### src/sv/detector_cell_to_geometry_id_assert.svh
// ---------------------------------------------------------------------------
// Assertion macros for the cell to geometry identifier block
// Concurrent checks on the rising clock edge, disabled while in reset.
// ---------------------------------------------------------------------------
`ifndef DETECTOR_CELL_TO_GEOMETRY_ID_ASSERT_SVH
`define DETECTOR_CELL_TO_GEOMETRY_ID_ASSERT_SVH

`ifndef NO_ASSERTIONS
`define DCGID_ASSERT(lbl, clk, rstn, prop, msg) \
  lbl: assert property (@(posedge clk) disable iff (!rstn) (prop)) else $error(msg);
`define DCGID_ASSERT_IMPL(lbl, clk, rstn, ante, cons, msg) \
  lbl: assert property (@(posedge clk) disable iff (!rstn) (ante) |-> (cons)) else $error(msg);
`else
`define DCGID_ASSERT(lbl, clk, rstn, prop, msg)
`define DCGID_ASSERT_IMPL(lbl, clk, rstn, ante, cons, msg)
`endif

`endif

### src/sv/dcgid_pkg.sv
// ---------------------------------------------------------------------------
// dcgid_pkg
// Types, subsystem codes and lookup tables for the geometry id pipeline.
// ---------------------------------------------------------------------------
package dcgid_pkg;

  localparam int unsigned VOL_W   = 8;
  localparam int unsigned LAYER_W = 28;
  localparam int unsigned SEN_W   = 56;
  localparam int unsigned CNT_W   = 7;
  localparam int unsigned LAD_W   = 10;
  localparam int unsigned PROD_W  = CNT_W + LAD_W;

  // Raw subsystem numbers from the cell identifier
  localparam logic [7:0] SYS_VTX_BAR = 8'd1;
  localparam logic [7:0] SYS_VTX_EC  = 8'd2;
  localparam logic [7:0] SYS_IN_BAR  = 8'd3;
  localparam logic [7:0] SYS_IN_EC   = 8'd4;
  localparam logic [7:0] SYS_OUT_BAR = 8'd5;
  localparam logic [7:0] SYS_OUT_EC  = 8'd6;
  localparam logic [7:0] SYS_OI_BAR  = 8'd7;
  localparam logic [7:0] SYS_OI_EC   = 8'd8;

  // Volume numbers
  localparam logic [VOL_W-1:0] VOL_VTX_BAR    = 8'd14;
  localparam logic [VOL_W-1:0] VOL_VTX_EC_POS = 8'd15;
  localparam logic [VOL_W-1:0] VOL_VTX_EC_NEG = 8'd13;
  localparam logic [VOL_W-1:0] VOL_IN_BAR     = 8'd17;
  localparam logic [VOL_W-1:0] VOL_IN_EC_POS  = 8'd18;
  localparam logic [VOL_W-1:0] VOL_IN_EC_NEG  = 8'd8;
  localparam logic [VOL_W-1:0] VOL_OUT_BAR    = 8'd24;
  localparam logic [VOL_W-1:0] VOL_OUT_EC_POS = 8'd25;
  localparam logic [VOL_W-1:0] VOL_OUT_EC_NEG = 8'd23;
  localparam logic [VOL_W-1:0] VOL_OI_BAR     = 8'd20;
  localparam logic [VOL_W-1:0] VOL_OI_EC_POS  = 8'd21;
  localparam logic [VOL_W-1:0] VOL_OI_EC_NEG  = 8'd3;

  // Ladder or ring counts
  localparam logic [CNT_W-1:0] CNT_VTX_BAR = 7'd5;
  localparam logic [CNT_W-1:0] CNT_IN_BAR  = 7'd32;
  localparam logic [CNT_W-1:0] CNT_OI_BAR  = 7'd46;
  localparam logic [CNT_W-1:0] CNT_OUT_BAR = 7'd84;
  localparam logic [CNT_W-1:0] CNT_IN_EC   = 7'd26;
  localparam logic [CNT_W-1:0] CNT_OI_EC   = 7'd26;
  localparam logic [CNT_W-1:0] CNT_OUT_EC  = 7'd48;

  localparam logic [1:0] SCHEMA_0 = 2'd0;
  localparam logic [1:0] SCHEMA_1 = 2'd1;
  localparam logic [1:0] SCHEMA_2 = 2'd2;

  typedef enum logic [3:0] {
    SUB_UNMAPPED,
    SUB_VTX_BAR,
    SUB_VTX_EC_POS,
    SUB_VTX_EC_NEG,
    SUB_IN_BAR,
    SUB_IN_EC_POS,
    SUB_IN_EC_NEG,
    SUB_OUT_BAR,
    SUB_OUT_EC_POS,
    SUB_OUT_EC_NEG,
    SUB_OI_BAR,
    SUB_OI_EC_POS,
    SUB_OI_EC_NEG
  } sub_e;

  // Decoded word
  typedef struct packed {
    sub_e             sub;
    logic [7:0]       s_byte;
    logic [7:0]       layer;
    logic [LAD_W-1:0] ladder;
    logic [LAD_W-1:0] module_idx;
    logic [1:0]       schema;
  } dec_t;

  // Looked-up word
  typedef struct packed {
    logic [VOL_W-1:0]   volume;
    logic [LAYER_W-1:0] layer_num;
    logic [SEN_W-1:0]   sen_base;
    logic               needs_cnt;
    logic               err;
    logic [PROD_W-1:0]  product;
    logic [LAD_W-1:0]   module_idx;
  } lk_t;

  function automatic logic [VOL_W-1:0] volume_of(sub_e sub, logic [7:0] s_byte);
    logic [VOL_W-1:0] v;
    case (sub)
      SUB_VTX_BAR:    v = VOL_VTX_BAR;
      SUB_VTX_EC_POS: v = VOL_VTX_EC_POS;
      SUB_VTX_EC_NEG: v = VOL_VTX_EC_NEG;
      SUB_IN_BAR:     v = VOL_IN_BAR;
      SUB_IN_EC_POS:  v = VOL_IN_EC_POS;
      SUB_IN_EC_NEG:  v = VOL_IN_EC_NEG;
      SUB_OUT_BAR:    v = VOL_OUT_BAR;
      SUB_OUT_EC_POS: v = VOL_OUT_EC_POS;
      SUB_OUT_EC_NEG: v = VOL_OUT_EC_NEG;
      SUB_OI_BAR:     v = VOL_OI_BAR;
      SUB_OI_EC_POS:  v = VOL_OI_EC_POS;
      SUB_OI_EC_NEG:  v = VOL_OI_EC_NEG;
      default:        v = s_byte;
    endcase
    return v;
  endfunction

  // Layer number, modulo 2^LAYER_W (only those bits survive the shift)
  function automatic logic [LAYER_W-1:0] layer_of(sub_e sub, logic [7:0] l,
                                                  logic [1:0] sch);
    logic [LAYER_W-1:0] lw;
    logic [LAYER_W-1:0] n;
    lw = LAYER_W'(l);
    case (sub)
      SUB_VTX_EC_NEG: n = (sch <= SCHEMA_1) ? LAYER_W'(16) - (lw << 1)
                                            : LAYER_W'(8) - lw;
      SUB_VTX_EC_POS: n = (sch <= SCHEMA_1) ? (lw << 1) + LAYER_W'(2)
                                            : lw + LAYER_W'(2);
      SUB_VTX_BAR: begin
        if (sch == SCHEMA_0) begin
          n = (lw << 1) + LAYER_W'(2);
        end else if (sch == SCHEMA_1 && l == 8'd4) begin
          n = LAYER_W'(8);
        end else if (sch == SCHEMA_1 && l == 8'd6) begin
          n = LAYER_W'(10);
        end else if (sch == SCHEMA_1 && l <= 8'd2) begin
          n = (lw << 1) + LAYER_W'(2);
        end else begin
          n = lw + LAYER_W'(2);
        end
      end
      SUB_IN_BAR, SUB_OUT_BAR, SUB_IN_EC_POS, SUB_OUT_EC_POS:
                      n = (lw << 1) + LAYER_W'(2);
      SUB_OI_BAR:     n = LAYER_W'(6) - (lw << 1);
      SUB_IN_EC_NEG:  n = LAYER_W'(2) - (lw << 1);
      SUB_OI_EC_NEG:  n = LAYER_W'(14) - (lw << 1);
      SUB_OI_EC_POS:  n = lw << 1;
      SUB_OUT_EC_NEG: n = LAYER_W'(8) - (lw << 1);
      default:        n = lw;
    endcase
    return n;
  endfunction

  // Ladder count; zero means no entry
  function automatic logic [CNT_W-1:0] ladder_count(sub_e sub, logic [7:0] l,
                                                    logic [1:0] sch);
    logic [CNT_W-1:0] c;
    c = '0;
    case (sub)
      SUB_VTX_BAR: begin
        case (sch)
          SCHEMA_0: if (l <= 8'd7) c = CNT_VTX_BAR;
          SCHEMA_1: if (l inside {8'd0, 8'd1, 8'd2, 8'd4, 8'd6}) c = CNT_VTX_BAR;
          SCHEMA_2: if (l <= 8'd6 && !l[0]) c = CNT_VTX_BAR;
          default:  if (l <= 8'd8 && !l[0]) c = CNT_VTX_BAR;
        endcase
      end
      SUB_IN_BAR:  if (l <= 8'd1) c = CNT_IN_BAR;
      SUB_OI_BAR:  if (l == 8'd2) c = CNT_OI_BAR;
      SUB_OUT_BAR: if (l <= 8'd2) c = CNT_OUT_BAR;
      SUB_IN_EC_POS, SUB_IN_EC_NEG: if (l == 8'd0) c = CNT_IN_EC;
      SUB_OI_EC_POS, SUB_OI_EC_NEG: if (l inside {[8'd1:8'd6]}) c = CNT_OI_EC;
      SUB_OUT_EC_POS, SUB_OUT_EC_NEG: if (l <= 8'd7) c = CNT_OUT_EC;
      default: c = '0;
    endcase
    return c;
  endfunction

endpackage

### src/sv/dcgid_decode.sv
// ---------------------------------------------------------------------------
// dcgid_decode
// Stage 1: remap inner subsystems, apply the side and classify the word.
// ---------------------------------------------------------------------------
module dcgid_decode
  import dcgid_pkg::*;
(
  input  logic              clk_i,
  input  logic              rst_ni,
  input  logic              valid_i,
  output logic              ready_o,
  input  logic [7:0]        system_index_i,
  input  logic [7:0]        layer_index_i,
  input  logic signed [1:0] side_sign_i,
  input  logic [LAD_W-1:0]  ladder_index_i,
  input  logic [LAD_W-1:0]  module_index_i,
  input  logic [1:0]        schema_i,
  output logic              valid_o,
  input  logic              ready_i,
  output dec_t              dec_o
);

`include "detector_cell_to_geometry_id_assert.svh"

  logic       valid_q;
  dec_t       dec_q, dec_d;
  logic [7:0] sys;
  logic       neg;

  assign ready_o = !valid_q || ready_i;
  assign valid_o = valid_q;
  assign dec_o   = dec_q;

  always_comb begin
    sys = system_index_i;
    if (system_index_i == SYS_IN_BAR && layer_index_i == 8'd2) begin
      sys = SYS_OI_BAR;
    end
    if (system_index_i == SYS_IN_EC && layer_index_i != 8'd0) begin
      sys = SYS_OI_EC;
    end
    neg = side_sign_i[1];

    dec_d.s_byte     = neg ? (~sys + 8'd1) : sys;
    dec_d.layer      = layer_index_i;
    dec_d.ladder     = ladder_index_i;
    dec_d.module_idx = module_index_i;
    dec_d.schema     = schema_i;

    // barrels on the negative side have no volume of their own
    case (sys)
      SYS_VTX_BAR: dec_d.sub = neg ? SUB_UNMAPPED   : SUB_VTX_BAR;
      SYS_VTX_EC:  dec_d.sub = neg ? SUB_VTX_EC_NEG : SUB_VTX_EC_POS;
      SYS_IN_BAR:  dec_d.sub = neg ? SUB_UNMAPPED   : SUB_IN_BAR;
      SYS_IN_EC:   dec_d.sub = neg ? SUB_IN_EC_NEG  : SUB_IN_EC_POS;
      SYS_OUT_BAR: dec_d.sub = neg ? SUB_UNMAPPED   : SUB_OUT_BAR;
      SYS_OUT_EC:  dec_d.sub = neg ? SUB_OUT_EC_NEG : SUB_OUT_EC_POS;
      SYS_OI_BAR:  dec_d.sub = neg ? SUB_UNMAPPED   : SUB_OI_BAR;
      SYS_OI_EC:   dec_d.sub = neg ? SUB_OI_EC_NEG  : SUB_OI_EC_POS;
      default:     dec_d.sub = SUB_UNMAPPED;
    endcase
  end

  always_ff @(posedge clk_i or negedge rst_ni) begin
    if (!rst_ni) begin
      valid_q <= 1'b0;
    end else if (ready_o) begin
      valid_q <= valid_i;
    end
  end

  always_ff @(posedge clk_i) begin
    if (valid_i && ready_o) begin
      dec_q <= dec_d;
    end
  end

  `DCGID_ASSERT_IMPL(a_oi_bar_byte, clk_i, rst_ni,
                     valid_q && dec_q.sub == SUB_OI_BAR,
                     dec_q.s_byte == SYS_OI_BAR,
                     "outer-inner barrel word with a wrong subsystem byte")
  `DCGID_ASSERT_IMPL(a_in_ec_layer, clk_i, rst_ni,
                     valid_q && (dec_q.sub == SUB_IN_EC_POS || dec_q.sub == SUB_IN_EC_NEG),
                     dec_q.layer == 8'd0,
                     "inner endcap word with nonzero layer was not remapped")
  `DCGID_ASSERT_IMPL(a_oi_ec_byte, clk_i, rst_ni,
                     valid_q && dec_q.sub == SUB_OI_EC_POS,
                     dec_q.s_byte == SYS_OI_EC,
                     "outer-inner endcap word with a wrong subsystem byte")

endmodule

### src/sv/dcgid_lookup.sv
// ---------------------------------------------------------------------------
// dcgid_lookup
// Stage 2: volume, layer number and ladder count tables, ladder multiply.
// ---------------------------------------------------------------------------
module dcgid_lookup
  import dcgid_pkg::*;
(
  input  logic clk_i,
  input  logic rst_ni,
  input  logic valid_i,
  output logic ready_o,
  input  dec_t dec_i,
  output logic valid_o,
  input  logic ready_i,
  output lk_t  lk_o
);

  logic             valid_q;
  lk_t              lk_q, lk_d;
  logic [CNT_W-1:0] cnt;

  assign ready_o = !valid_q || ready_i;
  assign valid_o = valid_q;
  assign lk_o    = lk_q;

  always_comb begin
    cnt              = ladder_count(dec_i.sub, dec_i.layer, dec_i.schema);
    lk_d.volume      = volume_of(dec_i.sub, dec_i.s_byte);
    lk_d.layer_num   = layer_of(dec_i.sub, dec_i.layer, dec_i.schema);
    lk_d.module_idx  = dec_i.module_idx;
    lk_d.product     = PROD_W'(cnt) * PROD_W'(dec_i.ladder);
    lk_d.needs_cnt   = !(dec_i.sub == SUB_UNMAPPED || dec_i.sub == SUB_VTX_EC_POS ||
                         dec_i.sub == SUB_VTX_EC_NEG);
    lk_d.err         = lk_d.needs_cnt && (cnt == '0);
    // sensitive number for words that take no ladder count
    case (dec_i.sub)
      SUB_VTX_EC_NEG: lk_d.sen_base = SEN_W'(16) - SEN_W'(dec_i.module_idx);
      SUB_VTX_EC_POS: lk_d.sen_base = SEN_W'(dec_i.module_idx) + SEN_W'(1);
      default:        lk_d.sen_base = SEN_W'(dec_i.ladder);
    endcase
  end

  always_ff @(posedge clk_i or negedge rst_ni) begin
    if (!rst_ni) begin
      valid_q <= 1'b0;
    end else if (ready_o) begin
      valid_q <= valid_i;
    end
  end

  always_ff @(posedge clk_i) begin
    if (valid_i && ready_o) begin
      lk_q <= lk_d;
    end
  end

endmodule

### src/sv/dcgid_pack.sv
// ---------------------------------------------------------------------------
// dcgid_pack
// Stage 3: finish the sensitive number and pack the identifier word.
// ---------------------------------------------------------------------------
module dcgid_pack
  import dcgid_pkg::*;
(
  input  logic        clk_i,
  input  logic        rst_ni,
  input  logic        valid_i,
  output logic        ready_o,
  input  lk_t         lk_i,
  output logic        valid_o,
  input  logic        ready_i,
  output logic [63:0] packed_id_o,
  output logic        lookup_error_o
);

  logic             valid_q;
  logic [63:0]      id_q, id_d;
  logic             err_q;
  logic [SEN_W-1:0] sen;

  assign ready_o        = !valid_q || ready_i;
  assign valid_o        = valid_q;
  assign packed_id_o    = id_q;
  assign lookup_error_o = err_q;

  always_comb begin
    sen = lk_i.needs_cnt ? SEN_W'(lk_i.product) + SEN_W'(lk_i.module_idx) + SEN_W'(1)
                         : lk_i.sen_base;
    id_d = {lk_i.volume, 56'd0} | {lk_i.layer_num, 36'd0} | {sen, 8'd0};
    // drop the word to zero when the ladder count is missing
    if (lk_i.err) begin
      id_d = '0;
    end
  end

  always_ff @(posedge clk_i or negedge rst_ni) begin
    if (!rst_ni) begin
      valid_q <= 1'b0;
    end else if (ready_o) begin
      valid_q <= valid_i;
    end
  end

  always_ff @(posedge clk_i) begin
    if (valid_i && ready_o) begin
      id_q  <= id_d;
      err_q <= lk_i.err;
    end
  end

endmodule

### src/sv/detector_cell_to_geometry_id.sv
// Each accepted word passes the decode, lookup and pack registers in turn.
// Throughput: one word per cycle while out_stall_i is low; decode, table lookup
// with the ladder multiply, and packing each take one register stage; a stall
// holds only full stages. Reset clears all stage valid bits, sets schema_q to 0.
// ---------------------------------------------------------------------------
// detector_cell_to_geometry_id
// Maps decoded tracker cell indices to a packed 64-bit geometry identifier.
// ---------------------------------------------------------------------------
module detector_cell_to_geometry_id
  import dcgid_pkg::*;
(
  input  logic              clk_i,
  input  logic              rst_ni,
  input  logic              cfg_we_i,
  input  logic [1:0]        cfg_wdata_i,
  input  logic              in_valid_i,
  output logic              in_stall_o,
  input  logic [7:0]        system_index_i,
  input  logic [7:0]        layer_index_i,
  input  logic signed [1:0] side_sign_i,
  input  logic [9:0]        ladder_index_i,
  input  logic [9:0]        module_index_i,
  output logic              out_valid_o,
  input  logic              out_stall_i,
  output logic [63:0]       packed_id_o,
  output logic              lookup_error_o
);

`include "detector_cell_to_geometry_id_assert.svh"

  logic [1:0] schema_q;
  logic       in_ready;
  logic       dec_valid, dec_ready;
  dec_t       dec;
  logic       lk_valid, lk_ready;
  lk_t        lk;

  always_ff @(posedge clk_i or negedge rst_ni) begin
    if (!rst_ni) begin
      schema_q <= SCHEMA_0;
    end else if (cfg_we_i) begin
      schema_q <= cfg_wdata_i;
    end
  end

  assign in_stall_o = !in_ready;

  dcgid_decode u_decode (
    .clk_i          (clk_i),
    .rst_ni         (rst_ni),
    .valid_i        (in_valid_i),
    .ready_o        (in_ready),
    .system_index_i (system_index_i),
    .layer_index_i  (layer_index_i),
    .side_sign_i    (side_sign_i),
    .ladder_index_i (ladder_index_i),
    .module_index_i (module_index_i),
    .schema_i       (schema_q),
    .valid_o        (dec_valid),
    .ready_i        (dec_ready),
    .dec_o          (dec)
  );

  dcgid_lookup u_lookup (
    .clk_i   (clk_i),
    .rst_ni  (rst_ni),
    .valid_i (dec_valid),
    .ready_o (dec_ready),
    .dec_i   (dec),
    .valid_o (lk_valid),
    .ready_i (lk_ready),
    .lk_o    (lk)
  );

  dcgid_pack u_pack (
    .clk_i          (clk_i),
    .rst_ni         (rst_ni),
    .valid_i        (lk_valid),
    .ready_o        (lk_ready),
    .lk_i           (lk),
    .valid_o        (out_valid_o),
    .ready_i        (!out_stall_i),
    .packed_id_o    (packed_id_o),
    .lookup_error_o (lookup_error_o)
  );

  `DCGID_ASSERT_IMPL(a_err_zero_id, clk_i, rst_ni,
                     out_valid_o && lookup_error_o,
                     packed_id_o == 64'd0,
                     "lookup error word carries a nonzero identifier")
  `DCGID_ASSERT_IMPL(a_empty_out_no_stall, clk_i, rst_ni,
                     !out_valid_o,
                     !in_stall_o,
                     "input stalled while output stage is empty")
  `DCGID_ASSERT_IMPL(a_free_out_no_stall, clk_i, rst_ni,
                     !out_stall_i,
                     !in_stall_o,
                     "input stalled while output side takes words")

endmodule
### config.mk
export PLATFORM = sky130hd
export DESIGN_NAME = detector_cell_to_geometry_id
export DESIGN_NICKNAME = d
export VERILOG_FILES = /design/src/sv/dcgid_pkg.sv /design/src/sv/dcgid_decode.sv /design/src/sv/dcgid_lookup.sv /design/src/sv/dcgid_pack.sv /design/src/sv/detector_cell_to_geometry_id.sv
export VERILOG_INCLUDE_DIRS = /design/src /design/src/sv
export SDC_FILE = /design/constraint.sdc
export NUM_CORES = 1
export LEC_CHECK = 0
export BUFFER_PORTS_ARGS = -buffer_cell sky130_fd_sc_hd__buf_2
export CORE_MARGIN = 5
export CORE_UTILIZATION = 50
export DETAILED_ROUTE_END_ITERATION = 12
export PLACE_DENSITY = 0.69
export SLEW_MARGIN = 20
export SYNTH_ARGS = -nofsm -noshare
export SYNTH_HDL_FRONTEND = slang
export SYNTH_SLANG_ARGS = --single-unit
### constraint.sdc
create_clock -name clk_i -period 18.17 [get_ports clk_i]
set_input_delay 1.817 -clock clk_i [delete_from_list [all_inputs] [get_ports clk_i]]
set_output_delay 1.817 -clock clk_i [all_outputs]
set_load 0.01 [all_outputs]
==> results.md, run 1 <==
- Num ports: roughly 110
- Vias: ~8700
- CTS sink count: 147
- Commonest cells in the netlist: edfxtp_1, nand2_1, nor2_1
- Worst IR Drop VDD: ~0.060 mV
- TritonCTS clock tree: yes
- Hpwl dp: 20200 microns
- Clk Latency, worst-skew pair: roughly 0.43 ns
- Post-synth ARST share: under 10%
- YS warnings: 0
- Worst slack at placement: approximately 10 ns
- Relative slew slack: between 30% and 40%
- Final hold violation count: 0
- CP dominant cell by count: inv_1
- Row cnt: 54
- Die ar.: approximately 25000 sq um
- Postcts setup bufs: 0
- Worst-Margin Slew: roughly 1.0 ns
- Synth Cell Area: ~11000 sq um
- Min Clock Period, post-route: a little under 8 ns
- CP max-delay cell: edfxtp_1
- Reg2Reg Depth: 25
- CP startpoint kind: flip-flop
- Inserted Clock Buffers: 17
- Max Slew Vio Count: 0
- Library cells used by synthesis: between 80 and 90
- Placed instance area: ~12000 sq um
- Initial antenna violation count: 0
- First-pass detailed-route iteration total: 8
- Hold path startpoint: schema_q[0]
- Max Fanout on Critical Path: 12
- Share of cells above drive strength 1: 15.6%
- Critical Path RT: between 15 and 20 ns
- Hold buffer count at cts: 0
- Initial Utilization: 50.9%
- Post-synth EDFFs: about 140
- Worst Skew: between 0.015 and 0.02 ns
- Seq/Total Area, Yosys: 39.4%
- Tot GR Track Use: 21.2%
- Post-Syn Instances: 1127
- Crit-path max cell delay: 0.63 ns
- Reg2Reg Setup Slack: about 10 ns
- Routed WL: ~27000 microns
- Yosys reg bits: about 150
- Fillers: between 1500 and 2000
- Worst Setup SP: u_decode.dec_o[25]
- Antenna Nets Post-Route: 0
- IO Port Bufs: approximately 100
- Htree depth: 4
- Placed Instances: about 1500
- First-pass GRT wire length: ~44000 microns
- Vias in the first global route: around 8000
- Multi-input logic area: 6090 sq um
- Crit end category: flip-flop
- Final std cells w/o fill: ~1500
- Design area: 12400 sq um
- Pleak: about 5.3 nW
- Post-synthesis area per instance: between 9 and 10 sq um
- Yosys top cell by area: edfxtp_1
- Cells on Worst Hold Path: 0
- Die Wd: 159 microns
- WS Path Type: flip-flop to flip-flop
- Longest Clk Path Bufs: 2
- Final setup fails: 0
- Top FF cell, synth: edfxtp_1
- FF/Latch Area: 4390 sq um
- Post-cts resize count: 0
- Hold Path Sink: u_decode.dec_o[0]
- Starting DRT DRC Count: between 800 and 900
- Area of the core: 21900 sq um
- Fmax: roughly 0.13 GHz
- Unrepaired setup endpoints after global routing: false
- Worst setup margin: 10.42 ns
- Fin Setup TNS: 0 ns
- Routability Congestion: ~1
- Clock-pin slew on the worst setup and hold paths: around 0.06 ns
- R2r startpoint: u_decode.dec_o[25]
- Nets@finish: 1350
- CTS Root Cell: clkbuf_16
- Die height: roughly 160 microns
- Total gr overflow: 0
- Area grow syn2layout: 11.4%
- Diode count: 0
- Largest net degree at the start of global routing: between 60 and 70
- Status: complete, no violations
- Vias per std cell: 5.83
- Pwr dens: roughly 82 nW/um^2
- Class of the worst hold path: flip-flop to flip-flop
- Ranking of synthesized cells by area: edfxtp_1, ha_1, fa_1
- Reg2reg end: u_lookup.lk_o[26]
- Synth top area share: 38.3%
- Fin crit share: 42.6%
- Count leader, synth: edfxtp_1
- Worst path arrival time: around 8.0 ns
- DRC viols: 0
- Max Cap Viol: 0
- Drt wl/cell: approximately 18 microns
[cell usage in the layout, fill, tap and decap left out, drive strengths merged, types with 12 or more instances in the layout]
cell,count
xor2,24
a31oi,12
nand3,27
xnor2,36
nand2,102
fa,40
nor2,95
a21o,18
a21oi,68
buf,117
edfxtp,142
ha,67
nor2b,14
inv,88
a211oi,17
nand2b,16
o21ai,51
and2,32
nor3,28
and3,13
clkbuf,18
[cell type report]
| class | count | area share [%] |
|---|---|---|
| inverter | 87 | 2.63 |
| timing repair buffer | 117 | 5.02 |
| clock buffer | 18 | 3.46 |
| multi-input combinational | 828 | 49.1 |
| clock inverter | 14 | 1.63 |
| sequential | 147 | 35.4 |
| tap | 280 | 2.82 |
[how the worst max path moves through the flow]
stage,slack [ns],to,cells past startpoint
3_3_place_gp,10.45,u_lookup.lk_o[26],22
6_report,10.42,u_lookup.lk_o[26],25
4_1_cts,10.36,u_lookup.lk_o[26],22
3_5_place_dp,10.46,u_lookup.lk_o[26],22
5_1_grt,10.01,u_lookup.lk_o[26],25
2_1_floorplan,11.66,u_lookup.lk_o[26],27
[layer usage]
metal  track usage [%]  vias to the layer above  share of wire, %
met5                 0                        -                 0
met4              5.23                        0               1.6
met3              4.74                       40               8.1
met2              30.6                      347                43
met1              32.3                     4138                48
li1                  -                     4172                 -
[worst max-delay path, delay by kind of cell (launching register included)]
kind	cells	cell delay, ns
buf+inv	4	0.56
fa+ha+maj	6	2.49
simple gates	5	1.40
compound gates	10	2.45
flops	1	0.63
[through the flow]
step,hold slack [ns],power (mW),util (%)
finish,0.445,1.01,56.7
global route,0.465,1.06,56.7
CTS,0.447,1.02,56.7
floorplan,0.421,0.583,-
detailed placement,0.432,0.640,53.8
global placement,0.431,0.636,53.8
[flip-flops by register name, indices dropped and copies added (netlist names)]
| signal | flops |
|---|---|
| u_pack.lookup_error_o | 1 |
| u_decode.dec_o | 42 |
| u_decode.valid_o | 1 |
| u_pack.valid_o | 1 |
| u_lookup.valid_o | 1 |
| u_lookup.lk_o | 60 |
| schema_q | 2 |
| u_pack.packed_id_o | 39 |
[logic make-up after synthesis]
logic type / synth area share, %
AOI/OAI and AO/OA: 16.7
xor gates and xnor gates: 4.85
adders and majority gates: 14.7
buffers and inverters: 6.33
DFF: 39.4
muxes: 1.12
other: 0.0337
and+or+nand+nor: 16.8
[report_power, final]
part           switching [mW]  internal (mW)  leakage, nW
Sequential             0.0217          0.415         1.45
Combinational           0.125         0.0722         3.56
Clock                   0.148          0.233        0.308
Power figures use the tool's default switching activity.
==> run 2: changes to the inputs <==
ABC_AREA = 1   (was unset)
PLACE_DENSITY = 0.72   (was 0.69)
clock period = 6.81 ns   (was 18.17 ns; I/O delays follow)
==> run 2 against run 1 <==
Against the previous run: synthesized cell count rose by 23%; maximum frequency up 25%; first-iteration DRC count rose by 7.2%; wire length is 5.1% higher; worst setup slack worse by 9.8 ns; synthesized area rose by 3.0%; critical path type unchanged; critical endpoint is now u_lookup.lk_o[24]; largest power group unchanged; highest routed layer is now met5.
==> results.md, run 2 <==
- IO Port Bufs: 102 (unchanged)
- Antenna Nets Post-Route: 0 (unchanged)
- Tot Pwr: 2.60 mW (was 1.01 mW)
- Hpwl dp: 22500 microns (was 20200 microns)
- Library cells used by synthesis: 57 (was 89)
- Longest Clk Path Bufs: 2 (unchanged)
- Die height: 161 microns (was 159 microns)
- CP max-delay cell: fa_1 (was edfxtp_1)
- Crit end category: flip-flop (unchanged)
- Max Cap Viol: 0 (unchanged)
- Inserted Clock Buffers: 17 (unchanged)
- Post-synthesis area per instance: 8.28 sq um (was 9.89 sq um)
- Routed WL: 28400 microns (was 27000 microns)
- Worst path arrival time: 6.40 ns (was 7.97 ns)
- Leading cell types in the layout, fill and taps excluded: nand2_1, inv_1, edfxtp_1, nor2_1, buf_2 (was edfxtp_1, buf_2, nand2_1, nor2_1, inv_1)
- Reg2Reg Depth: 26 (was 25)
- Max reg flops: 60 (unchanged)
- Ranking of synthesized cells by area: edfxtp_1, nand2_1, ha_1 (was edfxtp_1, ha_1, fa_1)
- Routability Congestion: 0.967 (was 0.975)
- DRC viols: 0 (unchanged)
- Commonest non-fill, non-tap cell in the layout: nand2_1 (was edfxtp_1)
- Total gr overflow: 0 (unchanged)
- Worst IR Drop VDD: 0.141 mV (was 0.0598 mV)
- CP startpoint kind: flip-flop (unchanged)
- Vias in the first global route: 9102 (was 8039)
- Diode count: 0 (unchanged)
- Vias: 9649 (was 8697)
- Area grow syn2layout: 11.0% (was 11.4%)
- Seq/Total Area, Yosys: 38.3% (was 39.4%)
- Met1 Usage GRT: 31.1% (was 32.3%)
- Postcts setup bufs: 0 (unchanged)
- Worst-Margin Slew: 0.722 ns (was 1.03 ns)
- Yosys reg bits: 147 (unchanged)
- Status: complete, no violations (unchanged)
- CTS Root Cell: clkbuf_16 (unchanged)
- Yosys top cell by area: edfxtp_1 (unchanged)
- Die ar.: 26100 sq um (was 25400 sq um)
- Critical Path RT: 7.00 ns (was 18.39 ns)
- Fmax: 0.161 GHz (was 0.129 GHz)
- Crit-path leading delay family: adder cells (unchanged)
- Tot GR Track Use: 22.0% (was 21.2%)
- Final hold violation count: 0 (unchanged)
- Post-cts resize count: 0 (unchanged)
- CTS sink count: 147 (unchanged)
- Max Fanout on Critical Path: 10 (was 12)
- Relative slew slack: 51.9% (was 31.3%)
- First-pass GRT wire length: 45700 microns (was 43800 microns)
- Post-synth ARST share: 3.40% (unchanged)
- Pleak: 6.19 nW (was 5.31 nW)
- CP Buf/Inv Count: 6 (was 4)
- CP dominant cell by count: inv_1 (unchanged)
- Largest net degree at the start of global routing: 61 (unchanged)
- CP Depth: 26 (was 25)
- M2 GR Usage: 33.7% (was 30.6%)
- YS warnings: 0 (unchanged)
- Hold buffer count at cts: 0 (unchanged)
- Class of the worst hold path: input port to async pin (was flip-flop to flip-flop)
- Die Wd: 161 microns (was 159 microns)
- Initial antenna violation count: 1 (was 0)
- Clk Latency, worst-skew pair: 0.44 ns (was 0.43 ns)
- TritonCTS clock tree: yes (unchanged)
- Worst Skew: 0.0159 ns (was 0.0166 ns)
- Count leader, synth: nand2_1 (was edfxtp_1)
- Post-synth EDFFs: 142 (unchanged)
- Fin Setup TNS: 0 ns (unchanged)
- Nets@finish: 1630 (was 1350)
- Max Slew Vio Count: 0 (unchanged)
- Crit-path max cell delay: 0.56 ns (was 0.63 ns)
- Pwr dens: 204 nW/um^2 (was 81.7 nW/um^2)
- Share of cells above drive strength 1: 14.4% (was 15.6%)
- First-pass detailed-route iteration total: 6 (was 8)
- Fin crit share: 91.2% (was 42.6%)
- Post-Syn Instances: 1385 (was 1127)
- Min Clock Period, post-route: 6.21 ns (was 7.75 ns)
- Core Util, Final: 56.2% (was 56.7%)
- Vias per std cell: 5.43 (was 5.83)
- Top FF cell, synth: edfxtp_1 (unchanged)
- Starting DRT DRC Count: 865 (was 807)
- Unrepaired setup endpoints after global routing: false (unchanged)
- Synth top area share: 37.2% (was 38.3%)
- Initial Utilization: 50.7% (was 50.9%)
- Clock-pin slew on the worst setup and hold paths: 0.07 ns (was 0.06 ns)
- Synth Cell Area: 11500 sq um (was 11100 sq um)
- Commonest cells in the netlist: nand2_1, inv_1, edfxtp_1 (was edfxtp_1, nand2_1, nor2_1)
- Htree depth: 4 (unchanged)
- Met3 Track Usage GR: 5.00% (was 4.74%)
- Final setup fails: 0 (unchanged)
- Row cnt: 55 (was 54)
- Drt wl/cell: 16.0 microns (was 18.1 microns)
- Num ports: 112 (unchanged)
- WS Path Type: flip-flop to flip-flop (unchanged)
- Area of the core: 22600 sq um (was 21900 sq um)
- Grt peak-use layer: met2 (was met1)
[run 2: changes by cell type after synthesis, moves of 14 or more]
cell / before / now
a211oi_1: 16 / 0
a21o_1: 17 / 2
and2_1: 32 / 1
clkbuf_1: 35 / 13
inv_1: 83 / 206
nand2_1: 100 / 320
nand2b_1: 16 / 0
nand3_1: 27 / 76
nor2_1: 95 / 127
nor2b_1: 14 / 0
xnor2_1: 36 / 5
[run 2: logic make-up (layout without fill, tap and decap cells)]
logic type	count (synthesis)	after routing	share of synthesized area, %
flip-flops	147	147	38.3
XOR/XNOR	39	39	2.98
adder cells (fa/ha/maj)	107	107	14.3
buffers and inverters	273	372	10.1
multiplexers	2	2	0.196
AO/OA/AOI/OAI	195	195	10.2
other	1	8	0.0327
AND/OR/NAND/NOR	621	621	23.9
[run 2: cell type report]
class | instances | area, sq um
Fill cell | 2008 | 9910
Timing Repair Buffer | 116 | 628
Multi-Input combinational cell | 972 | 5960
Clock buffer | 18 | 429
Inverter | 224 | 841
Sequential cell | 147 | 4390
Clock inverter | 14 | 120
Tap cell | 285 | 357
[run 2: report_power, final]
group	total (mW)	leakage, nW	switching, mW	internal (mW)
clock	0.893	0.255	0.416	0.476
combinational	0.539	4.49	0.364	0.175
sequential	1.17	1.45	0.0581	1.11
[run 2: path summary, 6_finish.rpt]
check                      slack [ns]          startpoint            endpoint
hold reg to reg                  0.46         schema_q[1]   u_decode.dec_o[1]
hold / removal                   0.05              rst_ni      u_pack.valid_o
max in group asynchronous        6.63              rst_ni    u_lookup.valid_o
setup reg to reg                 0.60  u_decode.dec_o[24]   u_lookup.lk_o[24]
setup / recovery                 0.60  u_decode.dec_o[24]   u_lookup.lk_o[24]
min in group clk_i               0.42   ladder_index_i[3]  u_decode.dec_o[15]
[run 2: stage by stage]
stage,setup slack [ns],hold slack [ns],cells,area [sq um]
after CTS,0.613,0.0434,1775,12700
final,0.600,0.0497,1776,12700
after global placement,0.725,0.443,1743,12200
after global routing,0.0941,0.0508,1776,12700
after detailed placement,0.680,0.448,1743,12200
after floorplan,1.11,0.385,1392,11500
[run 2: per-layer routing]
metal	part of all wire, %	up-vias
met1	45	4443
met3	8.9	53
met2	44	419
met4	2.3	2
met5	0.025	-
li1	-	4732
